[config.mk]
export PLATFORM = sky130hd
export DESIGN_NAME = first_fit_heap_allocator_flat
export DESIGN_NICKNAME = d
export VERILOG_FILES = /design/src/design/ffha_pkg.sv /design/src/design/ffha_if.sv /design/src/design/ffha_datapath.sv /design/src/design/ffha_ctrl.sv /design/src/design/first_fit_heap_allocator.sv /design/src/flat_wrapper.sv
export SDC_FILE = /design/constraint.sdc
export NUM_CORES = 2
export LEC_CHECK = 0
export BUFFER_PORTS_ARGS = -buffer_cell sky130_fd_sc_hd__buf_2
export CAP_MARGIN = 20
export CELL_PAD_IN_SITES_DETAIL_PLACEMENT = 1
export CELL_PAD_IN_SITES_GLOBAL_PLACEMENT = 1
export CORE_MARGIN = 1.5
export CORE_UTILIZATION = 49
export DETAILED_ROUTE_END_ITERATION = 6
export PLACE_DENSITY_LB_ADDON = 0.2
export SYNTH_ARGS = -nofsm -noshare
export SYNTH_HDL_FRONTEND = slang
export SYNTH_HIERARCHICAL = 1
export SYNTH_SLANG_ARGS = --single-unit
[constraint.sdc]
create_clock -name clock -period 9.4 [get_ports clock]
set_input_delay 0.94 -clock clock [delete_from_list [all_inputs] [get_ports clock]]
set_output_delay 0.94 -clock clock [all_outputs]
set_load 0.005 [all_outputs]
[src/design/ffha_pkg.sv]
// Package of the first-fit heap allocator: field widths, codes, command set.
// No dependencies.
`default_nettype none
package ffha_pkg;

   localparam int OP_W   = 2;
   localparam int REQ_W  = 21;
   localparam int ADDR_W = 32;
   localparam int ST_W   = 2;
   localparam int CSR_IDX_W = 1;
   localparam int CSR_DATA_W = 32;

   localparam int DEF_MAX_SEGMENTS = 64;
   localparam int DEF_HEADER_BYTES = 20;
   localparam int DEF_OFFSET_BITS  = 20;

   localparam logic [ADDR_W-1:0] HEAP_BASE_RST  = '0;
   localparam logic [REQ_W-1:0]  HEAP_BYTES_RST = 21'd1048576;

   typedef enum logic [OP_W-1:0] {
      OP_INIT  = 2'd0,
      OP_ALLOC = 2'd1,
      OP_FREE  = 2'd2
   } op_type;

   typedef enum logic [ST_W-1:0] {
      ST_OK      = 2'd0,
      ST_NOFIT   = 2'd1,
      ST_NOSEG   = 2'd2,
      ST_NOTUSED = 2'd3
   } status_type;

   typedef enum logic [CSR_IDX_W-1:0] {
      CSR_HEAP_BASE  = 1'd0,
      CSR_HEAP_BYTES = 1'd1
   } csr_idx_type;

   // one datapath command per cycle
   typedef enum logic [4:0] {
      CMD_NONE,
      CMD_START,
      CMD_INIT,
      CMD_RD_IDX,
      CMD_FAIL,
      CMD_NEXT,
      CMD_GRANT,
      CMD_NOTUSED,
      CMD_FREE,
      CMD_SHU_RD,
      CMD_SHU_WR,
      CMD_SHU_END,
      CMD_NXT_RD,
      CMD_NXT_MERGE,
      CMD_SHD_RD,
      CMD_SHD_WR,
      CMD_SHD_END,
      CMD_PRV_RD,
      CMD_PRV_MERGE
   } dp_cmd_type;

   typedef struct packed {
      logic is_alloc;   // latched op is allocate
      logic idx_end;    // scan index reached count
      logic fits;       // read entry is free and big enough
      logic split;      // grant splits off a remainder
      logic match;      // read entry's data address equals the freed one
      logic rd_used;    // read entry is in use
      logic next_end;   // no entry after idx
      logic idx_zero;   // no entry before idx
      logic ptr_top;    // shift-up reached idx+1
      logic shd_end;    // shift-down reached the last entry
   } dp_stat_type;

endpackage
`default_nettype wire

[src/design/ffha_if.sv]
// Channel interfaces of the heap allocator: request, response, register write.
// Depends on ffha_pkg.
`default_nettype none
interface ffha_req_if;
   logic                        valid;
   logic                        ready;
   logic [ffha_pkg::OP_W-1:0]   operation;
   logic [ffha_pkg::REQ_W-1:0]  request_size;
   logic [ffha_pkg::ADDR_W-1:0] free_address;
   modport source (output valid, operation, request_size, free_address, input ready);
   modport sink   (input valid, operation, request_size, free_address, output ready);
endinterface

interface ffha_rsp_if;
   logic                        valid;
   logic                        ready;
   logic [ffha_pkg::ST_W-1:0]   status;
   logic [ffha_pkg::ADDR_W-1:0] address;
   logic [ffha_pkg::REQ_W-1:0]  granted_size;
   modport source (output valid, status, address, granted_size, input ready);
   modport sink   (input valid, status, address, granted_size, output ready);
endinterface

interface ffha_csr_if;
   logic                            valid;
   logic                            ready;
   logic [ffha_pkg::CSR_IDX_W-1:0]  index;
   logic [ffha_pkg::CSR_DATA_W-1:0] data;
   modport source (output valid, index, data, input ready);
   modport sink   (input valid, index, data, output ready);
endinterface
`default_nettype wire

[src/design/ffha_datapath.sv]
// Datapath of the heap allocator: segment table memory, indexes, result word.
// Depends on ffha_pkg.
`default_nettype none
module ffha_datapath #(
   parameter int MAX_SEGMENTS = ffha_pkg::DEF_MAX_SEGMENTS,
   parameter int HEADER_BYTES = ffha_pkg::DEF_HEADER_BYTES,
   parameter int OFFSET_BITS  = ffha_pkg::DEF_OFFSET_BITS
) (
   input  wire logic                            clock,
   input  wire logic                            reset,
   input  wire ffha_pkg::dp_cmd_type            cmd,
   output ffha_pkg::dp_stat_type                stat,
   input  wire logic                            csr_we,
   input  wire logic [ffha_pkg::CSR_IDX_W-1:0]  csr_index,
   input  wire logic [ffha_pkg::CSR_DATA_W-1:0] csr_data,
   input  wire logic [ffha_pkg::OP_W-1:0]       req_operation,
   input  wire logic [ffha_pkg::REQ_W-1:0]      req_request_size,
   input  wire logic [ffha_pkg::ADDR_W-1:0]     req_free_address,
   output logic [ffha_pkg::ST_W-1:0]            rsp_status,
   output logic [ffha_pkg::ADDR_W-1:0]          rsp_address,
   output logic [ffha_pkg::REQ_W-1:0]           rsp_granted_size
);
   import ffha_pkg::*;

   localparam int OB   = OFFSET_BITS;
   localparam int IW   = $clog2(MAX_SEGMENTS);
   localparam int CNTW = $clog2(MAX_SEGMENTS + 1);
   localparam int CMPW = ((OB > REQ_W) ? OB : REQ_W) + 2;
   localparam int EW   = 2 * OB + 1;
   localparam logic [CMPW-1:0] HDR_X   = CMPW'(HEADER_BYTES);
   localparam logic [CMPW-1:0] LIMIT_X = CMPW'(1) << OB;

   // entry layout: {used, size, offset}
   logic [EW-1:0] mem [MAX_SEGMENTS];
   logic          mem_we, mem_re;
   logic [IW-1:0] mem_wa, mem_ra;
   logic [EW-1:0] mem_wd;
   logic [CNTW-1:0] wsel, rsel;

   logic [ADDR_W-1:0] base_ff;
   logic [REQ_W-1:0]  hbytes_ff;
   logic [OP_W-1:0]   op_ff, op_in;
   logic [REQ_W-1:0]  req_ff, req_in;
   logic [ADDR_W-1:0] faddr_ff, faddr_in;
   logic [CNTW-1:0]   cnt_ff, cnt_in, idx_ff, idx_in, ptr_ff, ptr_in;
   logic [OB-1:0]     cur_off_ff, cur_off_in, cur_size_ff, cur_size_in;
   logic [OB-1:0]     hold_off_ff, hold_off_in, hold_size_ff, hold_size_in;
   logic [EW-1:0]     rd_ff;
   logic [ST_W-1:0]   st_ff, st_in;
   logic [ADDR_W-1:0] addr_ff, addr_in;
   logic [REQ_W-1:0]  gsz_ff, gsz_in;

   logic              rd_used;
   logic [OB-1:0]     rd_size, rd_off, grant_size, init_size;
   logic [CMPW-1:0]   size_x, req_x, tot_x, hb_x;
   logic [ADDR_W-1:0] daddr;
   logic [CNTW:0]     idx_p1, ptr_p1;

   assign rd_used = rd_ff[EW-1];
   assign rd_size = rd_ff[2*OB-1:OB];
   assign rd_off  = rd_ff[OB-1:0];
   assign size_x  = CMPW'(rd_size);
   assign req_x   = CMPW'(req_ff);
   assign hb_x    = CMPW'(hbytes_ff);
   assign tot_x   = (hb_x > LIMIT_X) ? LIMIT_X : hb_x;
   assign init_size = (tot_x > HDR_X) ? OB'(tot_x - HDR_X) : '0;
   assign daddr   = base_ff + ADDR_W'(rd_off) + ADDR_W'(HEADER_BYTES);
   assign idx_p1  = {1'b0, idx_ff} + 1'b1;
   assign ptr_p1  = {1'b0, ptr_ff} + 1'b1;

   assign stat.is_alloc = (op_ff == OP_ALLOC);
   assign stat.idx_end  = (idx_ff >= cnt_ff);
   assign stat.fits     = !rd_used && !(size_x < req_x);
   assign stat.split    = (size_x > req_x + HDR_X + CMPW'(1))
                          && (cnt_ff < CNTW'(MAX_SEGMENTS));
   assign stat.match    = (daddr == faddr_ff);
   assign stat.rd_used  = rd_used;
   assign stat.next_end = (idx_p1 >= {1'b0, cnt_ff});
   assign stat.idx_zero = (idx_ff == '0);
   assign stat.ptr_top  = (ptr_ff == idx_p1[CNTW-1:0]);
   assign stat.shd_end  = (ptr_p1 >= {1'b0, cnt_ff});

   assign grant_size = stat.split ? OB'(req_x) : rd_size;

   always_comb begin
      op_in = op_ff;  req_in = req_ff;  faddr_in = faddr_ff;
      cnt_in = cnt_ff;  idx_in = idx_ff;  ptr_in = ptr_ff;
      cur_off_in = cur_off_ff;  cur_size_in = cur_size_ff;
      hold_off_in = hold_off_ff;  hold_size_in = hold_size_ff;
      st_in = st_ff;  addr_in = addr_ff;  gsz_in = gsz_ff;
      mem_we = 1'b0;  mem_re = 1'b0;
      wsel = idx_ff;  rsel = idx_ff;  mem_wd = '0;
      unique case (cmd)
         CMD_START: begin
            op_in = req_operation;  req_in = req_request_size;
            faddr_in = req_free_address;  idx_in = '0;
            st_in = ST_OK;  addr_in = '0;  gsz_in = '0;
         end
         CMD_INIT: begin
            mem_we = 1'b1;  wsel = '0;
            mem_wd = {1'b0, init_size, OB'(0)};
            cnt_in = CNTW'(1);
         end
         CMD_RD_IDX: mem_re = 1'b1;
         CMD_FAIL:   st_in = stat.is_alloc ? ST_NOFIT : ST_NOSEG;
         CMD_NEXT:   idx_in = idx_ff + 1'b1;
         CMD_GRANT: begin
            mem_we = 1'b1;
            mem_wd = {1'b1, grant_size, rd_off};
            addr_in = daddr;
            gsz_in = REQ_W'(grant_size);
            hold_off_in  = OB'(CMPW'(rd_off) + HDR_X + req_x);
            hold_size_in = OB'(size_x - req_x - HDR_X);
            ptr_in = cnt_ff;
         end
         CMD_NOTUSED: st_in = ST_NOTUSED;
         CMD_FREE: begin
            mem_we = 1'b1;
            mem_wd = {1'b0, rd_size, rd_off};
            cur_off_in = rd_off;  cur_size_in = rd_size;
         end
         CMD_SHU_RD: begin
            mem_re = 1'b1;  rsel = ptr_ff - 1'b1;
         end
         CMD_SHU_WR: begin
            mem_we = 1'b1;  wsel = ptr_ff;  mem_wd = rd_ff;
            ptr_in = ptr_ff - 1'b1;
         end
         CMD_SHU_END: begin
            mem_we = 1'b1;  wsel = ptr_ff;
            mem_wd = {1'b0, hold_size_ff, hold_off_ff};
            cnt_in = cnt_ff + 1'b1;
         end
         CMD_NXT_RD: begin
            mem_re = 1'b1;  rsel = idx_p1[CNTW-1:0];
         end
         CMD_NXT_MERGE: begin
            cur_size_in = OB'(CMPW'(cur_size_ff) + HDR_X + size_x);
            mem_we = 1'b1;
            mem_wd = {1'b0, cur_size_in, cur_off_ff};
            ptr_in = idx_p1[CNTW-1:0];
         end
         CMD_SHD_RD: begin
            mem_re = 1'b1;  rsel = ptr_p1[CNTW-1:0];
         end
         CMD_SHD_WR: begin
            mem_we = 1'b1;  wsel = ptr_ff;  mem_wd = rd_ff;
            ptr_in = ptr_p1[CNTW-1:0];
         end
         CMD_SHD_END: cnt_in = cnt_ff - 1'b1;
         CMD_PRV_RD: begin
            mem_re = 1'b1;  rsel = idx_ff - 1'b1;
         end
         CMD_PRV_MERGE: begin
            mem_we = 1'b1;  wsel = idx_ff - 1'b1;
            mem_wd = {1'b0, OB'(size_x + HDR_X + CMPW'(cur_size_ff)), rd_off};
            ptr_in = idx_ff;
         end
         default: ;
      endcase
   end

   assign mem_wa = wsel[IW-1:0];
   assign mem_ra = rsel[IW-1:0];

   always_ff @(posedge clock) begin
      if (mem_we) mem[mem_wa] <= mem_wd;
      if (mem_re) rd_ff <= mem[mem_ra];
   end

   always_ff @(posedge clock) begin
      if (reset) begin
         base_ff   <= HEAP_BASE_RST;
         hbytes_ff <= HEAP_BYTES_RST;
         cnt_ff    <= '0;
      end else begin
         cnt_ff <= cnt_in;
         if (csr_we && csr_index == CSR_HEAP_BASE)  base_ff   <= csr_data;
         if (csr_we && csr_index == CSR_HEAP_BYTES) hbytes_ff <= csr_data[REQ_W-1:0];
      end
   end

   always_ff @(posedge clock) begin
      op_ff <= op_in;  req_ff <= req_in;  faddr_ff <= faddr_in;
      idx_ff <= idx_in;  ptr_ff <= ptr_in;
      cur_off_ff <= cur_off_in;  cur_size_ff <= cur_size_in;
      hold_off_ff <= hold_off_in;  hold_size_ff <= hold_size_in;
      st_ff <= st_in;  addr_ff <= addr_in;  gsz_ff <= gsz_in;
   end

   assign rsp_status       = st_ff;
   assign rsp_address      = addr_ff;
   assign rsp_granted_size = gsz_ff;
endmodule
`default_nettype wire

[src/design/ffha_ctrl.sv]
// Controller of the heap allocator: sequences scan, shift and merge steps.
// Depends on ffha_pkg.
`default_nettype none
module ffha_ctrl (
   input  wire logic                      clock,
   input  wire logic                      reset,
   input  wire logic                      req_valid,
   input  wire logic [ffha_pkg::OP_W-1:0] req_operation,
   output logic                           req_ready,
   output logic                           rsp_valid,
   input  wire logic                      rsp_ready,
   input  wire ffha_pkg::dp_stat_type     stat,
   output ffha_pkg::dp_cmd_type           cmd
);
   import ffha_pkg::*;

   typedef enum logic [12:0] {
      S_IDLE = 13'b0000000000001,
      S_INIT = 13'b0000000000010,
      S_RD   = 13'b0000000000100,
      S_CHK  = 13'b0000000001000,
      S_SHU  = 13'b0000000010000,
      S_SHUW = 13'b0000000100000,
      S_NRD  = 13'b0000001000000,
      S_NCHK = 13'b0000010000000,
      S_SHD  = 13'b0000100000000,
      S_SHDW = 13'b0001000000000,
      S_PRD  = 13'b0010000000000,
      S_PCHK = 13'b0100000000000,
      S_RSP  = 13'b1000000000000
   } state_type;

   state_type state_ff, state_in;
   logic      prev_ff, prev_in;   // after removal, still try the previous entry

   always_comb begin
      state_in  = state_ff;
      prev_in   = prev_ff;
      cmd       = CMD_NONE;
      req_ready = 1'b0;
      rsp_valid = 1'b0;
      unique case (state_ff)
         S_IDLE: begin
            req_ready = 1'b1;
            if (req_valid) begin
               cmd = CMD_START;
               unique case (req_operation) inside
                  OP_INIT:                 state_in = S_INIT;
                  OP_ALLOC, OP_FREE:       state_in = S_RD;
                  default:                 state_in = S_RSP;
               endcase
            end
         end
         S_INIT: begin
            cmd = CMD_INIT;  state_in = S_RSP;
         end
         S_RD: begin
            if (stat.idx_end) begin
               cmd = CMD_FAIL;  state_in = S_RSP;
            end else begin
               cmd = CMD_RD_IDX;  state_in = S_CHK;
            end
         end
         S_CHK: begin
            if (stat.is_alloc) begin
               if (stat.fits) begin
                  cmd = CMD_GRANT;
                  state_in = stat.split ? S_SHU : S_RSP;
               end else begin
                  cmd = CMD_NEXT;  state_in = S_RD;
               end
            end else if (!stat.match) begin
               cmd = CMD_NEXT;  state_in = S_RD;
            end else if (stat.rd_used) begin
               cmd = CMD_FREE;  state_in = S_NRD;
            end else begin
               cmd = CMD_NOTUSED;  state_in = S_RSP;
            end
         end
         S_SHU: begin
            if (stat.ptr_top) begin
               cmd = CMD_SHU_END;  state_in = S_RSP;
            end else begin
               cmd = CMD_SHU_RD;  state_in = S_SHUW;
            end
         end
         S_SHUW: begin
            cmd = CMD_SHU_WR;  state_in = S_SHU;
         end
         S_NRD: begin
            if (stat.next_end) state_in = S_PRD;
            else begin
               cmd = CMD_NXT_RD;  state_in = S_NCHK;
            end
         end
         S_NCHK: begin
            if (stat.rd_used) state_in = S_PRD;
            else begin
               cmd = CMD_NXT_MERGE;  prev_in = 1'b1;  state_in = S_SHD;
            end
         end
         S_SHD: begin
            if (stat.shd_end) begin
               cmd = CMD_SHD_END;
               state_in = prev_ff ? S_PRD : S_RSP;
            end else begin
               cmd = CMD_SHD_RD;  state_in = S_SHDW;
            end
         end
         S_SHDW: begin
            cmd = CMD_SHD_WR;  state_in = S_SHD;
         end
         S_PRD: begin
            if (stat.idx_zero) state_in = S_RSP;
            else begin
               cmd = CMD_PRV_RD;  state_in = S_PCHK;
            end
         end
         S_PCHK: begin
            if (stat.rd_used) state_in = S_RSP;
            else begin
               cmd = CMD_PRV_MERGE;  prev_in = 1'b0;  state_in = S_SHD;
            end
         end
         S_RSP: begin
            rsp_valid = 1'b1;
            if (rsp_ready) state_in = S_IDLE;
         end
         default: state_in = S_IDLE;
      endcase
   end

   always_ff @(posedge clock) begin
      if (reset) begin
         state_ff <= S_IDLE;
         prev_ff  <= 1'b0;
      end else begin
         state_ff <= state_in;
         prev_ff  <= prev_in;
      end
   end
endmodule
`default_nettype wire

[src/design/first_fit_heap_allocator.sv]
// First-fit heap allocator, one word in flight at a time.
// Init writes one free segment. Allocate scans entries until one fits, then on a split moves
// later entries up to make room for the remainder. Free scans for the matching entry, then
// reads up to two neighbors and moves later entries down on each merge. A new word is taken
// only after the result of the last one has been taken. Reset: table empty, heap_base 0,
// heap_bytes 1048576.
`default_nettype none
module first_fit_heap_allocator #(
   parameter int MAX_SEGMENTS = ffha_pkg::DEF_MAX_SEGMENTS,
   parameter int HEADER_BYTES = ffha_pkg::DEF_HEADER_BYTES,
   parameter int OFFSET_BITS  = ffha_pkg::DEF_OFFSET_BITS
) (
   input wire logic  clock,
   input wire logic  reset,
   ffha_req_if.sink  req_chan,
   ffha_rsp_if.source rsp_chan,
   ffha_csr_if.sink  csr_chan
);
   import ffha_pkg::*;

   dp_cmd_type  cmd;
   dp_stat_type stat;

   // registers are always writable; config must be changed only while idle, which the block does not enforce
   assign csr_chan.ready = 1'b1;

   // controller: one item in flight, result word held until taken
   ffha_ctrl u_ctrl (
      .clock         (clock),
      .reset         (reset),
      .req_valid     (req_chan.valid),
      .req_operation (req_chan.operation),
      .req_ready     (req_chan.ready),
      .rsp_valid     (rsp_chan.valid),
      .rsp_ready     (rsp_chan.ready),
      .stat          (stat),
      .cmd           (cmd)
   );

   // datapath: segment table, scan/shift pointers, result registers
   ffha_datapath #(
      .MAX_SEGMENTS (MAX_SEGMENTS),
      .HEADER_BYTES (HEADER_BYTES),
      .OFFSET_BITS  (OFFSET_BITS)
   ) u_dp (
      .clock            (clock),
      .reset            (reset),
      .cmd              (cmd),
      .stat             (stat),
      .csr_we           (csr_chan.valid),
      .csr_index        (csr_chan.index),
      .csr_data         (csr_chan.data),
      .req_operation    (req_chan.operation),
      .req_request_size (req_chan.request_size),
      .req_free_address (req_chan.free_address),
      .rsp_status       (rsp_chan.status),
      .rsp_address      (rsp_chan.address),
      .rsp_granted_size (rsp_chan.granted_size)
   );
endmodule
`default_nettype wire

[src/flat_wrapper.sv]
// flat-port wrapper written by rule: the top's interface ports become plain ports
module first_fit_heap_allocator_flat import ffha_pkg::*;
#(
   parameter int MAX_SEGMENTS = ffha_pkg::DEF_MAX_SEGMENTS,
   parameter int HEADER_BYTES = ffha_pkg::DEF_HEADER_BYTES,
   parameter int OFFSET_BITS  = ffha_pkg::DEF_OFFSET_BITS
)
  (clock, reset, req_chan_valid, req_chan_operation, req_chan_request_size, req_chan_free_address, req_chan_ready, rsp_chan_valid, rsp_chan_status, rsp_chan_address, rsp_chan_granted_size, rsp_chan_ready, csr_chan_valid, csr_chan_index, csr_chan_data, csr_chan_ready);
  ffha_req_if req_chan_i ();
  ffha_rsp_if rsp_chan_i ();
  ffha_csr_if csr_chan_i ();
  input wire logic clock;
  input wire logic reset;
  input wire logic [$bits(req_chan_i.valid)-1:0] req_chan_valid;
  input wire logic [$bits(req_chan_i.operation)-1:0] req_chan_operation;
  input wire logic [$bits(req_chan_i.request_size)-1:0] req_chan_request_size;
  input wire logic [$bits(req_chan_i.free_address)-1:0] req_chan_free_address;
  output wire logic [$bits(req_chan_i.ready)-1:0] req_chan_ready;
  output wire logic [$bits(rsp_chan_i.valid)-1:0] rsp_chan_valid;
  output wire logic [$bits(rsp_chan_i.status)-1:0] rsp_chan_status;
  output wire logic [$bits(rsp_chan_i.address)-1:0] rsp_chan_address;
  output wire logic [$bits(rsp_chan_i.granted_size)-1:0] rsp_chan_granted_size;
  input wire logic [$bits(rsp_chan_i.ready)-1:0] rsp_chan_ready;
  input wire logic [$bits(csr_chan_i.valid)-1:0] csr_chan_valid;
  input wire logic [$bits(csr_chan_i.index)-1:0] csr_chan_index;
  input wire logic [$bits(csr_chan_i.data)-1:0] csr_chan_data;
  output wire logic [$bits(csr_chan_i.ready)-1:0] csr_chan_ready;
  assign req_chan_i.valid = req_chan_valid;
  assign req_chan_i.operation = req_chan_operation;
  assign req_chan_i.request_size = req_chan_request_size;
  assign req_chan_i.free_address = req_chan_free_address;
  assign req_chan_ready = req_chan_i.ready;
  assign rsp_chan_valid = rsp_chan_i.valid;
  assign rsp_chan_status = rsp_chan_i.status;
  assign rsp_chan_address = rsp_chan_i.address;
  assign rsp_chan_granted_size = rsp_chan_i.granted_size;
  assign rsp_chan_i.ready = rsp_chan_ready;
  assign csr_chan_i.valid = csr_chan_valid;
  assign csr_chan_i.index = csr_chan_index;
  assign csr_chan_i.data = csr_chan_data;
  assign csr_chan_ready = csr_chan_i.ready;
  first_fit_heap_allocator #(.MAX_SEGMENTS(MAX_SEGMENTS), .HEADER_BYTES(HEADER_BYTES), .OFFSET_BITS(OFFSET_BITS)) u_core (.clock(clock), .reset(reset), .req_chan(req_chan_i), .rsp_chan(rsp_chan_i), .csr_chan(csr_chan_i));
endmodule
==> flow_summary.json <==
{
  "grt_max_degree": 75,
  "finalHoldViolCount": 0,
  "synthesis.nets": 8145,
  "dieArea_um2": 264000,
  "cp.arrival_ps": 9810,
  "crit_path_end_kind": "flop",
  "grt_pass1_wl_um": 506000,
  "worst_setup_path_start_kind": "flop",
  "critPathMaxStageDelay_ps": 650,
  "rsz0062_at_grt": "yes",
  "required_ps": 10050,
  "cp_slowest_cell": "fa_1",
  "worstPathMaxFanout": 24,
  "syn2layout_area_growth_pct": 15.1,
  "max_freq_ghz": 0.109,
  "path_clk_slew_ps": 60,
  "tightest_slew_ps": 1190,
  "row_count": 187,
  "clockBufferDepth": 4,
  "port_buffers": 148,
  "fin_skew_ps": 45.5,
  "antenna_found_initial": 5,
  "r2r_start": "u_core/u_dp/rd_ff[1]$_DFFE_PP_",
  "fillers": 23484,
  "ctsRootBufferMaster": "clkbuf_16",
  "cts_num_sinks": 2942,
  "syn_area_per_cell_um2": 16.3,
  "min_period_ps": 9160,
  "ctsHoldBuffers": 0,
  "path_delay_family": "simple AND/OR/NAND/NOR gates",
  "setup_violations": 0,
  "core_area_um2": 259000,
  "seq_area_um2": 87600,
  "placed_cells": 11413,
  "grt_pass1_vias": 74843,
  "viasPerCell": 5.94,
  "synth-seq-cells": 2942,
  "instances_no_fill": 12005,
  "routedWlPerCell_um": 29.1,
  "drive_gt1_share_pct": 13.8,
  "multi_input_area_um2": 38700,
  "slew_headroom_pct": 19.8,
  "cts_tree": "built",
  "syn_area_um2": 128000,
  "grtUsageTotal_pct": 25.9,
  "powerDensity_nw_per_um2": 204,
  "ys.flop_type": "edfxtp_1",
  "synth_edf_count": 2868,
  "synth-seq-area-share_pct": 68.6,
  "path_buf_inv": 9,
  "drc": 5,
  "failed_checks": "design-rule violations",
  "leakage_uw": 0.0510,
  "max_cap_violations": 0,
  "final_area_um2": 147000,
  "die_w_um": 514,
  "drv_slew": 0,
  "hold_class": "input pin to flop",
  "yosysUniqueCellTypes": 87,
  "start_util_pct": 49.2,
  "grt_overflow": 0,
  "criticalPathCategory": "flop to flop",
  "place_area_um2": 136000,
  "hold_start": "req_chan_request_size[11]",
  "async_flop_share_pct": 0,
  "fin_util_pct": 56.7,
  "numCtsBuffers": 319,
  "drt_iter0_drc": 6048,
  "ys.warnings.count": 6,
  "power.total_uw": 30000,
  "vias": 71261,
  "drtPass1Iterations": 7,
  "ir_drop_mv": 0.147,
  "dpl.hpwl_um": 215000,
  "status": "finished with violations",
  "h-tree-depth": 5,
  "insertion_delay_ps": 890,
  "syn-instance-count": 7823,
  "top_level_ports": 151,
  "fp.dieH_um": 514,
  "fin_nets": 8680,
  "postRouteAntennaNets": 0,
  "post-route-period-util_pct": 97.4,
  "gp_congestion": 0.892,
  "worst_path_most_repeated_cell": "mux2i_1",
  "wl_um": 349000,
  "setup.worst_path.start": "u_core/u_dp/rd_ff[1]$_DFFE_PP_"
}
synth_stat cells, types with 79 or more instances:
cell      number  area share (%)
edfxtp_1    2868              67
mux2i_1     2590              20
nor2_1       287            0.84
nand2_1      242            0.71
ha_1         223             2.2
a21oi_1      157            0.62
inv_1        155            0.46
clkbuf_1     115            0.34
xnor2_1      106            0.73
buf_2         91            0.36
o21ai_0       91            0.36
buf_1         90            0.26
buf_4         79            0.46
cells in the final DEF, fill, tap and decap left out, types with 122 or more instances in the layout:
cell type	instances
inv_1	139
mux2i_1	2562
edfxtp_1	2868
nor2_1	217
clkbuf_16	333
buf_12	122
nand2_1	241
ha_1	223
buf_2	148
buf_4	295
a21oi_1	156
flip-flops by register name (all words and copies together), names as in the netlist:
| register | flops |
|---|---|
| u_core/u_dp/mem | 2624 |
| u_core/u_dp/rd_ff | 41 |
| u_core/u_dp/base_ff | 32 |
| u_core/u_dp/faddr_ff | 32 |
| u_core/u_dp/rsp_address | 32 |
| u_core/u_dp/hbytes_ff | 21 |
| u_core/u_dp/req_ff | 21 |
| u_core/u_dp/cur_off_ff | 20 |
| u_core/u_dp/cur_size_ff | 20 |
| u_core/u_dp/hold_off_ff | 20 |
| u_core/u_dp/hold_size_ff | 20 |
| u_core/u_dp/rsp_granted_size | 20 |
| u_core/u_ctrl/state_ff | 13 |
| u_core/u_dp/cnt_ff | 7 |
| u_core/u_dp/idx_ff | 7 |
| u_core/u_dp/ptr_ff | 7 |
| u_core/u_dp/op_ff | 2 |
| u_core/u_dp/rsp_status | 2 |
| u_core/u_ctrl/prev_ff | 1 |
report_power, final:
group	total, uW	leakage [uW]	switching (uW)	internal (uW)
Sequential	14500	0.0243	133	14400
Clock	12000	0.00479	5130	6870
Combinational	3500	0.0219	2040	1460
final timing paths:
| check | depth (start not counted) | to | slack, ps |
|---|---|---|---|
| worst max register to register | 36 | u_core/u_dp/rd_ff[4]$_DFFE_PP_ | 240 |
| worst min register to register | 2 | u_core/u_dp/base_ff[16]$_SDFFE_PP0P_ | 460 |
| worst min-delay path | 1 | u_core/u_dp/req_ff[11]$_DFFE_PP_ | 230 |
| worst max-delay path | 36 | u_core/u_dp/rd_ff[4]$_DFFE_PP_ | 240 |
logic make-up (layout without fill, tap and decap cells):
kind of cell | after synthesis | count (layout) | share of synthesized area (%)
flops | 2942 | 2942 | 68.6
buf+inv | 536 | 1311 | 1.92
simple gates | 858 | 858 | 3.15
other cells | 2 | 7 | 0.00588
fa+ha+maj | 229 | 229 | 2.28
mux | 2590 | 2590 | 20.3
compound gates | 496 | 496 | 2.58
xor+xnor | 170 | 170 | 1.20
per-stage QoR:
step	setup TNS [ps]	setup slack [ps]	hold slack, ps
after floorplan	0	530	436
after global placement	-126230	-1020	452
after detailed placement	-101760	-1120	455
after CTS	0	59.2	166
after global routing	-1210	-93.3	208
final	0	241	230
cell type report:
| class | instances | area share (%) |
|---|---|---|
| sequential | 2942 | 59.6 |
| multi-input combinational | 4345 | 26.3 |
| clock buffer | 398 | 5.73 |
| timing repair buffer | 593 | 4.10 |
| tap | 3402 | 2.90 |
| clock inverter | 163 | 0.942 |
| inverter | 157 | 0.401 |
| antenna | 5 | 0.00851 |
metal layers:
| layer | up-vias | track usage [%] | share of wire, % | wire (um) |
|---|---|---|---|---|
| met1 | 37445 | 35.6 | 44 | 153000 |
| met4 | 0 | 6.41 | 2.2 | 7610 |
| met5 | - | 0 | 0 | 0 |
| met3 | 473 | 3.34 | 5.1 | 18000 |
| met2 | 1989 | 43.7 | 49 | 171000 |
| li1 | 31354 | - | - | - |
repair_timing:
action | 4_1_cts | 5_1_grt
cloned | 0 | 8
resized for setup | 19 | 52
pin swaps | 1 | 1
endpoints found under the hold margin | 0 | 0
setup endpoints to repair | 1313 | 61
buffers inserted | 7 | 7
(Power assumes the default switching activity.)
